--- src/design/assert_macros.svh ---
// Assertion helpers, clocked on clk; ASSERT_RUN is disabled during the active-low async reset.
`ifndef ASSERT_MACROS_SVH
`define ASSERT_MACROS_SVH
`ifndef SYNTHESIS
`define ASSERT_RUN(lbl, prop) \
	lbl: assert property (@(posedge clk) disable iff (!arst_n) prop) \
		else $error("assertion failed");
`define ASSERT_ALWAYS(lbl, prop) \
	lbl: assert property (@(posedge clk) prop) else $error("assertion failed");
`else
`define ASSERT_RUN(lbl, prop)
`define ASSERT_ALWAYS(lbl, prop)
`endif
`endif

--- src/design/c8core_pkg.sv ---
`timescale 1ns / 1ps
package c8core_pkg;
	localparam int MemBytes = 4096;
	localparam int AddrW = 12;
	localparam int ScreenCols = 64;
	localparam int ScreenRows = 32;
	localparam logic [AddrW-1:0] ResetPc = 12'h200;
	localparam logic [AddrW-1:0] FontBase = 12'h050;
	localparam logic [AddrW-1:0] FontEnd = 12'h0A0;

	localparam logic [1:0] KIND_LOAD = 2'd0;
	localparam logic [1:0] KIND_STEP = 2'd1;
	localparam logic [1:0] KIND_READ = 2'd2;

	localparam logic [1:0] STAT_OK = 2'd0;
	localparam logic [1:0] STAT_FAULT = 2'd1;
	localparam logic [1:0] STAT_HALTED = 2'd2;

	localparam logic [3:0] NIB_SYS = 4'h0;
	localparam logic [3:0] NIB_JMP = 4'h1;
	localparam logic [3:0] NIB_LD = 4'h6;
	localparam logic [3:0] NIB_ADD = 4'h7;
	localparam logic [3:0] NIB_LDI = 4'hA;
	localparam logic [3:0] NIB_DRW = 4'hD;
	localparam logic [11:0] SYS_CLS = 12'h0E0;

	typedef logic [3:0] op_t;
	localparam op_t OP_NOP = 4'd0;
	localparam op_t OP_CLR_WR = 4'd1;
	localparam op_t OP_ACCEPT = 4'd2;
	localparam op_t OP_CAP_HI = 4'd3;
	localparam op_t OP_CAP_LO = 4'd4;
	localparam op_t OP_EXEC = 4'd5;
	localparam op_t OP_DRAW_Y = 4'd6;
	localparam op_t OP_SPR_RD = 4'd7;
	localparam op_t OP_SPR_WR = 4'd8;
	localparam op_t OP_PUBLISH = 4'd9;

	typedef struct packed {
		op_t op;
		logic [AddrW-1:0] sweep;
		logic [3:0] row;
	} cmd_t;

	typedef struct packed {
		logic halted;
		logic pc_end;
		logic is_draw;
		logic [3:0] nrows;
		logic out_busy;
	} stat_t;

	localparam logic [7:0] GLYPHS [80] = '{
		8'hF0, 8'h90, 8'h90, 8'h90, 8'hF0, 8'h20, 8'h60, 8'h20, 8'h20, 8'h70,
		8'hF0, 8'h10, 8'hF0, 8'h80, 8'hF0, 8'hF0, 8'h10, 8'hF0, 8'h10, 8'hF0,
		8'h90, 8'h90, 8'hF0, 8'h10, 8'h10, 8'hF0, 8'h80, 8'hF0, 8'h10, 8'hF0,
		8'hF0, 8'h80, 8'hF0, 8'h90, 8'hF0, 8'hF0, 8'h10, 8'h20, 8'h40, 8'h40,
		8'hF0, 8'h90, 8'hF0, 8'h90, 8'hF0, 8'hF0, 8'h90, 8'hF0, 8'h10, 8'hF0,
		8'hF0, 8'h90, 8'hF0, 8'h90, 8'h90, 8'hE0, 8'h90, 8'hE0, 8'h90, 8'hE0,
		8'hF0, 8'h80, 8'h80, 8'h80, 8'hF0, 8'hE0, 8'h90, 8'h90, 8'h90, 8'hE0,
		8'hF0, 8'h80, 8'hF0, 8'h80, 8'hF0, 8'hF0, 8'h80, 8'hF0, 8'h80, 8'h80
	};

	function automatic logic [7:0] reset_byte(input logic [AddrW-1:0] a);
		logic [AddrW-1:0] off;
		off = a - FontBase;
		if (a >= FontBase && a < FontEnd) return GLYPHS[off[6:0]];
		return 8'h00;
	endfunction
endpackage

--- src/design/c8core_ctrl.sv ---
`timescale 1ns / 1ps
`include "assert_macros.svh"
module c8core_ctrl (
	input logic clk,
	input logic arst_n,
	input logic in_valid,
	output logic in_stall,
	input logic [1:0] kind,
	input c8core_pkg::stat_t stat,
	output c8core_pkg::cmd_t cmd
);
	import c8core_pkg::*;

	localparam logic [3:0] ST_CLR = 4'd0;
	localparam logic [3:0] ST_IDLE = 4'd1;
	localparam logic [3:0] ST_F_HI = 4'd2;
	localparam logic [3:0] ST_F_LO = 4'd3;
	localparam logic [3:0] ST_EXEC = 4'd4;
	localparam logic [3:0] ST_DY = 4'd5;
	localparam logic [3:0] ST_SRD = 4'd6;
	localparam logic [3:0] ST_SWR = 4'd7;
	localparam logic [3:0] ST_DONE = 4'd8;

	logic [3:0] state_q, state_d;
	logic [AddrW-1:0] sweep_q;
	logic [3:0] row_q;
	logic accept, last_row;

	assign in_stall = state_q != ST_IDLE;
	assign accept = in_valid && !in_stall;
	assign last_row = ({1'b0, row_q} + 5'd1) == {1'b0, stat.nrows};

	always_comb begin
		state_d = state_q;
		cmd.op = OP_NOP;
		cmd.sweep = sweep_q;
		cmd.row = row_q;
		unique case (state_q)
			ST_CLR: begin
				cmd.op = OP_CLR_WR;
				if (&sweep_q) state_d = ST_IDLE;
			end
			ST_IDLE: if (accept) begin
				cmd.op = OP_ACCEPT;
				state_d = (kind == KIND_STEP && !stat.halted && !stat.pc_end)
					? ST_F_HI : ST_DONE;
			end
			ST_F_HI: begin cmd.op = OP_CAP_HI; state_d = ST_F_LO; end
			ST_F_LO: begin cmd.op = OP_CAP_LO; state_d = ST_EXEC; end
			ST_EXEC: begin
				cmd.op = OP_EXEC;
				state_d = stat.is_draw ? ST_DY : ST_DONE;
			end
			ST_DY: begin
				cmd.op = OP_DRAW_Y;
				state_d = (stat.nrows == 4'd0) ? ST_DONE : ST_SRD;
			end
			ST_SRD: begin cmd.op = OP_SPR_RD; state_d = ST_SWR; end
			ST_SWR: begin
				cmd.op = OP_SPR_WR;
				state_d = last_row ? ST_DONE : ST_SRD;
			end
			ST_DONE: if (!stat.out_busy) begin
				cmd.op = OP_PUBLISH;
				state_d = ST_IDLE;
			end
			default: state_d = ST_IDLE;
		endcase
	end

	always_ff @(posedge clk or negedge arst_n) begin
		if (!arst_n) begin
			state_q <= ST_CLR;
			sweep_q <= '0;
			row_q <= '0;
		end else begin
			state_q <= state_d;
			if (state_q == ST_CLR) sweep_q <= sweep_q + 12'd1;
			if (state_q == ST_DY) row_q <= '0;
			else if (state_q == ST_SWR) row_q <= row_q + 4'd1;
		end
	end

	`ASSERT_RUN(a_lo_after_hi, state_q == ST_F_LO |-> $past(state_q) == ST_F_HI)
	`ASSERT_RUN(a_row_range, state_q == ST_SWR |-> row_q < stat.nrows)
	`ASSERT_RUN(a_no_accept_busy, state_q == ST_CLR |-> in_stall)
endmodule
--- config.mk ---
export PLATFORM = sky130hd
export DESIGN_NAME = c8core_ctrl
export DESIGN_NICKNAME = d
export VERILOG_FILES = /design/src/design/c8core_pkg.sv /design/src/design/c8core_ctrl.sv
export VERILOG_INCLUDE_DIRS = /design/src /design/src/design
export SDC_FILE = /design/constraint.sdc
export NUM_CORES = 1
export LEC_CHECK = 0
export BUFFER_PORTS_ARGS = -buffer_cell sky130_fd_sc_hd__buf_2
export CAP_MARGIN = 10
export CORE_MARGIN = 3
export CORE_UTILIZATION = 54
export DETAILED_ROUTE_END_ITERATION = 10
export PLACE_DENSITY = 0.88
export SYNTH_ARGS = -nofsm -noshare
export SYNTH_HDL_FRONTEND = slang
export SYNTH_SLANG_ARGS = --single-unit
--- constraint.sdc ---
create_clock -name clk -period 3.8 [get_ports clk]
set_clock_uncertainty 0.05 [all_clocks]
set_input_delay 0.19 -clock clk [delete_from_list [all_inputs] [get_ports clk]]
set_output_delay 0.19 -clock clk [all_outputs]
set_load 0.03 [all_outputs]
Word level (Yosys, flattened, before mapping)
Index checks and enable logic that the tools add are counted.
{"block": "classes", "add_sub_neg": 3, "n_eq_ne": 14, "mux": 13, "n_reduce_logical": 11}
{"op": "4-bit case mux with 9 select lines", "n": 2}
{"op": "4-bit 2-to-1 mux", "n": 10}
{"op": "4-bit by 3-bit equality test with 1-bit output, second input constant", "n": 4}
{"op": "12-bit by 1-bit adder with 12-bit output, second input constant", "n": 1}
{"op": "12-bit AND reduction", "n": 1}
{"op": "4-bit by 2-bit equality test with 1-bit output, second input constant", "n": 2}
{"op": "4-bit logical NOT", "n": 2}
{"op": "2-bit inequality test, second input constant", "n": 3}
{"op": "4-bit by 1-bit adder with 5-bit output, second input constant", "n": 1}
{"op": "5-bit by 4-bit equality test with 1-bit output", "n": 1}
{"op": "4-bit by 1-bit adder with 4-bit output, second input constant", "n": 1}
{"op": "4-bit by 1-bit equality test with 1-bit output, second input constant", "n": 1}
{"op": "4-bit equality test, second input constant", "n": 1}
{"op": "4-bit by 1-bit inequality test with 1-bit output, second input constant", "n": 1}
{"op": "1-bit logical AND", "n": 3}
{"op": "1-bit logical NOT", "n": 3}
{"op": "3-bit AND reduction", "n": 1}
{"op": "2-bit by 1-bit equality test with 1-bit output, second input constant", "n": 1}
{"op": "2-bit 2-to-1 mux", "n": 1}
{"op": "2-bit nonzero test", "n": 1}
{"block": "totals", "reg_bits": 20}

Depth between registers and ports, before layout
{"block": "depth", "depth_word": 6, "depth_mapped": 5, "ltp_nobuf": 5}

Worst setup path before layout
Ideal clock, no wire load.
{"block": "synth_path", "kind": "register to output", "from": "reg state_q[1]", "to": "out cmd[19] (netlist name)", "t_arrival_ns": 1.585, "required_time_ns": 3.560, "path_slack_ns": 1.975, "path_stages_with_launch": 5, "path_cell_list": "dfrtp_1 clkbuf_1 nor2_1 nand3_1 o21ai_0"}
{"element": "start: declaration", "line": "c8core_ctrl.sv:24", "text": "logic [3:0] state_q, state_d;"}
{"element": "start signal: assignment", "line": "c8core_ctrl.sv:77", "text": "state_q <= state_d;"}
{"element": "end: declaration", "line": "c8core_ctrl.sv:10", "text": "output c8core_pkg::cmd_t cmd"}

Worst setup path in the final report
{"block": "layout_path", "from": "reg state_q[3]", "to": "reg sweep_q[8]"}
{"block": "layout_between", "elab_chain_len": 1}
{"element": "4-bit logical NOT", "line": "c8core_ctrl.sv:78", "text": "if (state_q == ST_CLR) sweep_q <= sweep_q + 12'd1;"}
{"element": "end signal: assignment", "line": "c8core_ctrl.sv:78"}
{"element": "end: declaration", "line": "c8core_ctrl.sv:25", "text": "logic [AddrW-1:0] sweep_q;"}
Every way passes these cells.
A chain may end at the register's enable or synchronous reset.

==> impl_metrics.env <==
export IMPL_status="complete, no violations"
export IMPL_cp_required_ps=3960
export IMPL_reg2reg_depth=4
export IMPL_synth_ff_type="dfrtp_1"
export IMPL_seq_area_frac_synth_pct=42.3
export IMPL_die_width_um=52.8
export IMPL_die_area_mm2=0.00279
export IMPL_num_fill_cells=154
export IMPL_vias_per_cell=5.65
export IMPL_place_hpwl_um=2010
export IMPL_grt_ovfl_total=0
export IMPL_grt_max_degree=21
export IMPL_initial_core_util_pct=58.5
export IMPL_grt_pass1_vias=992
export IMPL_drv_cap=0
export IMPL_synth_edff_count=0
export IMPL_ff_latch_area_um2=500
export IMPL_track_usage_pct=21.1
export IMPL_antenna_found_initial=0
export IMPL_core_area_mm2=0.00202
export IMPL_finalPower_mw=1.01
export IMPL_worstPathMaxFanout=13
export IMPL_synth_seq_cells=20
export IMPL_firstDrtPassIters=4
export IMPL_insertion_delay_ps=290
export IMPL_hp_start="stat[0]"
export IMPL_cts_max_path_buffers=2
export IMPL_postSynthCellCount=127
export IMPL_syn2layout_area_growth_pct=19.3
export IMPL_dp_cells=183
export IMPL_detail_route_antenna_nets=0
export IMPL_fin_area_mm2=0.00141
export IMPL_gp_congestion=0.742
export IMPL_synth_top_family_by_area="simple AND/OR/NAND/NOR gates"
export IMPL_cts_buffers_inserted=3
export IMPL_worstHoldEndpoint="state_q[0]"
export IMPL_multi_input_area_um2=649
export IMPL_wl_per_cell_um=14.4
export IMPL_io_buffers=33
export IMPL_power_density_mw_per_mm2=719
export IMPL_slowest_stage="nor4_4"
export IMPL_synth_net_count=142
export IMPL_cp_top_family="simple AND/OR/NAND/NOR gates"
export IMPL_fin_cells=188
export IMPL_cts_tree="built"
export IMPL_vias=1063
export IMPL_yosys_area_top_type="dfrtp_1"
export IMPL_htreeDepth=1
export IMPL_drc_errors=0
export IMPL_cp_start_kind="register"
export IMPL_tightest_slew_ps=551
export IMPL_synth_avg_cell_area_um2=9.31
export IMPL_arrival_ps=2120
export IMPL_path_class="register to register"
export IMPL_rows=16
export IMPL_finalMaxSlewViolations=0
export IMPL_worst_path_buf_inv=0
export IMPL_fmax_ghz=0.509
export IMPL_tns_ps=0
export IMPL_synth_compound_area_share_pct=12.3
export IMPL_clock_sinks=20
export IMPL_drive_gt1_share_pct=26.1
export IMPL_yosys_top_cells_area="dfrtp_1 (42%), xnor2_1 (9.6%), nand2_1 (4.1%)"
export IMPL_grt_setup_unrepaired="false"
export IMPL_ys_warn_count=0
export IMPL_clk_transition_reported_paths_ps=100
export IMPL_hp_class="input pin to register"
export IMPL_totalWireLength_um=2720
export IMPL_yosys_area_share_adder_pct=2.12
export IMPL_placed_area_mm2=0.00136
export IMPL_cts_setup_buffers=0
export IMPL_period_minus_slack_ps=1970
export IMPL_hold_violations=0
export IMPL_maxSlewHeadroom_pct=62.9
export IMPL_async_flop_share_pct=100
export IMPL_synth_simple_gate_area_share_pct=25.4
export IMPL_critPathCaptureType="register"
export IMPL_grt_pass1_wl_um=4350
export IMPL_path_cells="nor4_4 -> nand2_1 -> nor3_1 -> xor2_1"
export IMPL_p_leak_nw=0.675
export IMPL_r2r_start="state_q[3]"
export IMPL_reg2reg_to="sweep_q[8]"
export IMPL_die_y_um=52.8
export IMPL_holdWs_ps=200
export IMPL_finalCritPeriodShare_pct=51.7
export IMPL_synthMuxAreaShare_pct=1.80
export IMPL_netlist_cell_type_count=36
export IMPL_ff2ff_setup_slack_ps=1830
export IMPL_synth_xor_area_share_pct=13.3
export IMPL_finalSetupViolations=0
export IMPL_hold_path_depth=4
export IMPL_path_depth=4
export IMPL_ios=34
export IMPL_peakVddDrop_v=0.000422
export IMPL_max_stage_delay_ps=580
export IMPL_antenna_diode_count=0
export IMPL_root_buffer="clkbuf_4"
export IMPL_post_synth_instance_area_mm2=0.00118
export IMPL_finalNetCount=177
export IMPL_yosysTopAreaCellShare_pct=42.3
export IMPL_drt_iter0_markers=22
==> worst max path at each step <==
stage | start | end | slack, ps
final | state_q[3] | sweep_q[8] | 1830
after floorplan | state_q[1] | cmd[19] | 1980
after detailed placement | state_q[3] | sweep_q[11] | 1940
after CTS | state_q[1] | cmd[19] | 1840
after global placement | state_q[3] | sweep_q[11] | 2040
after global routing | state_q[3] | sweep_q[8] | 1740
==> flip-flops by register name (all words and copies together) (netlist names) <==
name     flops
state_q      4
row_q        4
sweep_q     12
==> tightest hold or removal path: stages <==
cell and delay, ps:
buf_2 100, inv_1 50, nor2_1 110, a211oi_1 60
==> report_power, final <==
part           leakage, nW  switching [mW]  internal [mW]  total (mW)
combinational        0.389           0.316          0.197       0.512
sequential           0.265           0.116          0.269       0.385
clock               0.0210          0.0577         0.0583       0.116
total                0.675           0.489          0.524        1.01
==> layer usage <==
metal | global-route usage, % | vias to the layer above | share of wire, %
met2 | 36.8 | 59 | 51
met3 | 3.99 | 2 | 8.5
met1 | 26.3 | 487 | 39
met5 | 0 | - | 0
li1 | - | 515 | -
met4 | 6.38 | 0 | 0.66
==> stage by stage <==
stage	utilization, %	setup slack (ps)
2_1_floorplan	-	1980
3_3_place_gp	67.5	2040
5_1_grt	69.7	1740
4_1_cts	69.7	1840
3_5_place_dp	67.5	1940
6_report	69.7	1830
==> cell type report <==
| class | count | share of cell area [%] |
|---|---|---|
| Timing Repair Buffer | 34 | 12.4 |
| Sequential cell | 20 | 35.5 |
| Multi-Input combinational cell | 99 | 46.1 |
| Tap cell | 27 | 2.40 |
| Clock buffer | 4 | 2.57 |
| Inverter | 4 | 1.06 |
==> timing repair <==
| action | CTS | global route |
|---|---|---|
| hold buffers | 1 | 0 |
| resized for setup | 0 | 0 |
| hold endpoints to repair | 20 | 0 |
| endpoints found under the setup margin | 0 | 0 |
==> cell usage after synthesis (3+ instances only) <==
cell,number
a21oi_1,4
and3_1,3
dfrtp_1,20
inv_1,4
nand2_1,13
nand2b_1,6
nand3_1,5
nand4_1,4
nor2_1,9
nor3_1,3
o21ai_0,8
o22ai_1,3
xnor2_1,13
xor2_1,5
==> cells in the final DEF, fill, tap and decap left out, types with 2 or more instances in the layout <==
cell and instances:
a21oi_1 4, a22oi_1 2, and2_1 2, and3_1 3, buf_2 33, clkbuf_4 3, dfrtp_1 20, ha_1 2
inv_1 4, nand2_1 13, nand2b_1 6, nand3_1 5, nand4_1 4, nor2_1 9, nor3_1 3, o21ai_0 8
o22ai_1 3, xnor2_1 13, xor2_1 5
==> cell families (layout without fill, tap and decap cells) <==
group	Yosys count	count (layout)
and+or+nand+nor	54	54
AOI/OAI and AO/OA	23	23
DFF	20	20
xor gates and xnor gates	18	18
buffers and inverters	8	42
adders and majority gates	2	2
muxes	2	2
Power figures use the tool's default switching activity.
